`src/rtl/core/gvn_pkg.sv`:
```
package gvn_pkg;

	// coordinate and point layout
	localparam int CW = 16;
	localparam int PTW = 48;
	localparam int TW = 48;
	// datapath widths
	localparam int DW = CW + 1;
	localparam int PW = 2 * DW;
	localparam int XW = PW + 1;
	localparam int BIG_BIT = 24;
	localparam int SQPW = 2 * BIG_BIT;
	localparam int SQLW = SQPW + 2;
	localparam int SUMW = XW + 2;
	localparam int PSW = $clog2(SUMW);
	localparam int NORM_MSB = 29;
	localparam int NW = NORM_MSB + 1;
	localparam int SQW = 2 * NW + 2;
	localparam int RW = SQW / 2;
	localparam int NFB = 14;
	localparam int OW = 16;
	localparam int QW = NFB + 2;
	localparam int DVW = RW + QW - 1;

	// data that rides along the length and divide pipelines
	typedef struct packed {
		logic [2:0][NW-1:0] mag;
		logic [2:0]         neg;
		logic               degen;
	} side_t;

	// signed component pos of a packed point (0 = z, 2 = x)
	function automatic logic signed [CW-1:0] coord_of(input logic [PTW-1:0] w, input int pos);
		logic signed [CW-1:0] c;
		c = w[pos*CW +: CW];
		return c;
	endfunction

endpackage

```
`src/rtl/core/gvn_sqrt.sv`:
```
module gvn_sqrt (
	input  logic                     clk,
	input  logic                     en,
	input  logic [gvn_pkg::SQW-1:0]  sq,
	input  gvn_pkg::side_t           side_in,
	output logic [gvn_pkg::RW-1:0]   root,
	output gvn_pkg::side_t           side_out
);
	import gvn_pkg::*;

	logic [SQW-1:0] rem_s  [RW];
	logic [RW-1:0]  root_s [RW+1];
	side_t          side_s [RW+1];

	assign rem_s[0]  = sq;
	assign root_s[0] = '0;
	assign side_s[0] = side_in;

	// one root bit per stage, most significant first
	for (genvar s = 0; s < RW; s++) begin : g_step
		localparam int B = RW - 1 - s;
		logic [SQW-1:0] trial;
		logic           fits;

		assign trial = (SQW'(root_s[s]) << (B + 1)) + (SQW'(1) << (2 * B));
		assign fits  = rem_s[s] >= trial;

		always_ff @(posedge clk) begin
			if (en) begin
				root_s[s+1] <= fits ? (root_s[s] | (RW'(1) << B)) : root_s[s];
				side_s[s+1] <= side_s[s];
			end
		end

		if (s < RW - 1) begin : g_rem
			always_ff @(posedge clk) begin
				if (en) begin
					rem_s[s+1] <= fits ? (rem_s[s] - trial) : rem_s[s];
				end
			end
		end
	end

	assign root     = root_s[RW];
	assign side_out = side_s[RW];

endmodule

```
`config.mk`:
```
export PLATFORM = sky130hd
export DESIGN_NAME = gvn_sqrt
export DESIGN_NICKNAME = d
export VERILOG_FILES = /design/src/rtl/core/gvn_pkg.sv /design/src/rtl/core/gvn_sqrt.sv
export SDC_FILE = /design/constraint.sdc
export NUM_CORES = 2
export LEC_CHECK = 0
export ABC_CLOCK_PERIOD_IN_PS = 4750
export BUFFER_PORTS_ARGS = -buffer_cell sky130_fd_sc_hd__buf_2
export CORE_ASPECT_RATIO = 0.7
export CORE_MARGIN = 2
export CORE_UTILIZATION = 55
export DETAILED_ROUTE_END_ITERATION = 7
export PLACE_DENSITY = 0.78
export SYNTH_ARGS = -nofsm -noshare
export SYNTH_HDL_FRONTEND = slang
export SYNTH_SLANG_ARGS = --single-unit
```
`constraint.sdc`:
```
create_clock -name clk -period 4.75 [get_ports clk]
set_clock_uncertainty 0.1 [all_clocks]
set_input_delay 0.2375 -clock clk [delete_from_list [all_inputs] [get_ports clk]]
set_output_delay 0.2375 -clock clk [all_outputs]
set_load 0.03 [all_outputs]
```
==> qor.csv <==
metric,value,unit
status,"complete, no violations",
antenna_found_initial,33,
drive_above_1_share,0.0991,
cts_inserted_buffers,462,
final_antenna_net_count,0,
cap_violations,0,
path_max_fanout,18,
clkLatencyLatePin,1010,ps
cts-root-buf,clkbuf_16,
setup_viol_count_final,0,
die_w,728,µm
fillers,25566,
combinationalPowerShare,0.131,
critical_path_arrival,5150,ps
hp-class,input port to register,
start_util,0.552,
cts_tree,yes,
worst_pin_slew,1220,ps
wirelength,410000,µm
worst_path_largest_cell_delay,820,ps
seq_power_share,0.527,
vias,104831,
crit_chain,"ha_1, and3_1, nand3_1, nor4_2, nand3_1, nand3_1, nor4b_1, or3_1, or4b_2, xnor2_1",
synth_edf_count,5270,
critPathLaunchType,register,
swShare,0.256,
peakVddDrop,356,µV
utilization,0.624,
grt_max_degree,171,
dr.first_iter.drc_count,13271,
ys_seq_area_frac,0.783,
ys_types,89,
grt_pass1_vias,99915,
crit_slowest_cell,nor4_2,
slew_headroom,0.178,
clk_pin_slew,70,ps
critPathRequiredTime,5380,ps
areaGrowthSynthToFinish,13.2,%
hold_start,en,
cts_max_path_buffers,4,
critPathBufInv,0,
period_share,0.952,
dp_hpwl,269000,µm
row_count,186,
drv_slew,0,
layout_common_cells,"5270 x edfxtp_1, 656 x inv_1, 644 x nor2_1, 628 x a21oi_1, 525 x ha_1",
endpoint,rem_s[239],
ios,283,
critPathTopFamily,simple AND/OR/NAND/NOR gates,
avgSynthCellArea,16.6,µm²
r2r_slack,230,ps
ys_ff_latch,5270,
min_period,4520,ps
place_congestion,0.937,
die_y,511,µm
endpoint_kind,register,
path_class,register to register,
leakage,81.9,nW
reg2regPathDepth,10,
postSynthNetCount,12830,
cts_max_level,5,
crit_cells,10,
whs,228,ps
wl_per_cell,22.3,µm
ys_warn_count,0,
p_switching,0.0287,W
synth.top_cells.by_area,"edfxtp_1 78%, ha_1 3.3%, xnor2_1 2.2%",
dieArea,372000,µm²
dp_cells,17197,
final_common_cell,edfxtp_1,
clkPwrFrac,0.342,
synth_ff_type,edfxtp_1,
grt_use_total,0.216,
r2r_start,rem_s[272],
rsz0062_at_grt,false,
synth_area,202000,µm²
synth_cells,12147,
fin_setup_tns,0,ps
p_int,0.0835,W
synthArstFlopShare,0,
clock.fmax,221,MHz
grt_first_pass_wirelength,616000,µm
drtPass1Iterations,6,
power_density,491,nW/µm²
nets,13768,
p_total,0.112,W
yosysTopAreaCellShare,0.783,
cpMostUsedCell,nand3_1,
via_per_inst,5.70,
cts.sinks,5270,
drc,0,
r2r_end,rem_s[239],
yosysTopAreaCell,edfxtp_1,
grt_overflow,0,
layout.cells.non_filler,18376,
hold_viol,0,
portBuffers,282,
core,366000,µm²
crit_start,rem_s[272],
## power by group through the flow
stage	Sequential (W)	Combinational (W)	Clock [W]
after floorplan	0.0587	0.00976	0
after global placement	0.0598	0.0139	0
after detailed placement	0.0600	0.0140	0
after CTS	0.0591	0.0143	0.0393
after global routing	0.0595	0.0161	0.0409
final	0.0591	0.0147	0.0384
## state kept, by name, summed over array words and instances (netlist names)
signal	flops
root	31
root_s	465
side_out	94
rem_s	1860
side_s	2820
## synthesized netlist by cell type (41+ instances only)
library cell / number
mux2_2: 86
or4_1: 63
nor3_1: 281
or2_2: 42
a31oi_1: 43
nand2_1: 501
edfxtp_1: 5270
inv_1: 656
nand2b_1: 97
nand3_1: 200
buf_4: 95
xnor2_1: 504
a211oi_1: 44
clkbuf_1: 178
a21oi_1: 628
a21o_1: 215
or3_1: 81
o21ai_0: 372
o21bai_1: 41
nand4_1: 176
nor4b_1: 49
nor4_1: 310
nor2b_1: 74
nor2_1: 647
o21a_1: 100
nand3b_1: 42
ha_1: 525
xor2_1: 326
## worst reg2reg max path, stage by stage (launching register included)
cell	delay (ps)
edfxtp_1	400
ha_1	400
and3_1	220
nand3_1	250
nor4_2	820
nand3_1	210
nand3_1	170
nor4b_1	110
or3_1	680
or4b_2	750
xnor2_1	160
## worst min path at each step
stage | depth (start not counted) | end | slack, ps
finish | 2 | side_s[2905] | 230
global route | 2 | side_s[2905] | 220
CTS | 4 | rem_s[1858] | 110
detailed placement | 0 | side_out[23] | 300
global placement | 0 | side_s[1513] | 300
floorplan | 0 | rem_s[1798] | 240
## stage by stage
step	area [µm²]	worst slack, ps
6_report	229000	230
5_1_grt	229000	98.5
4_1_cts	229000	150
3_5_place_dp	210000	151
3_3_place_gp	210000	158
2_1_floorplan	202000	1080
## layer usage
metal,vias to the layer above,wire (µm),global-route usage,part of all wire
met5,-,116,0,0.00028
met4,18,7250,0.0420,0.018
met3,590,43500,0.0575,0.11
met2,4193,167000,0.293,0.41
met1,51714,192000,0.351,0.47
li1,48316,-,-,-
## cell families after synthesis
| kind of cell | synth area share |
|---|---|
| xor+xnor | 0.0360 |
| simple gates | 0.0703 |
| compound gates | 0.0525 |
| mux | 0.00573 |
| buf+inv | 0.0198 |
| flops | 0.783 |
| fa+ha+maj | 0.0325 |
## cell type report
type	count	area (µm²)	share of cell area
inverters	660	2480	0.0108
clock inverters	310	3530	0.0154
clock buffers	549	11900	0.0522
repair buffers	775	6470	0.0283
multi-input cells	5916	39900	0.174
flip-flops and latches	5270	158000	0.692
diodes	8	20.0	0.0000875
well taps	4888	6120	0.0267
## what timing repair did
item,in CTS,in global routing
gates resized for setup,0,2
endpoints found under the hold margin,574,0
setup endpoints to repair,0,7
buffers inserted,0,0
hold buffers,312,0
No activity file was read; power rests on OpenSTA's default activity.
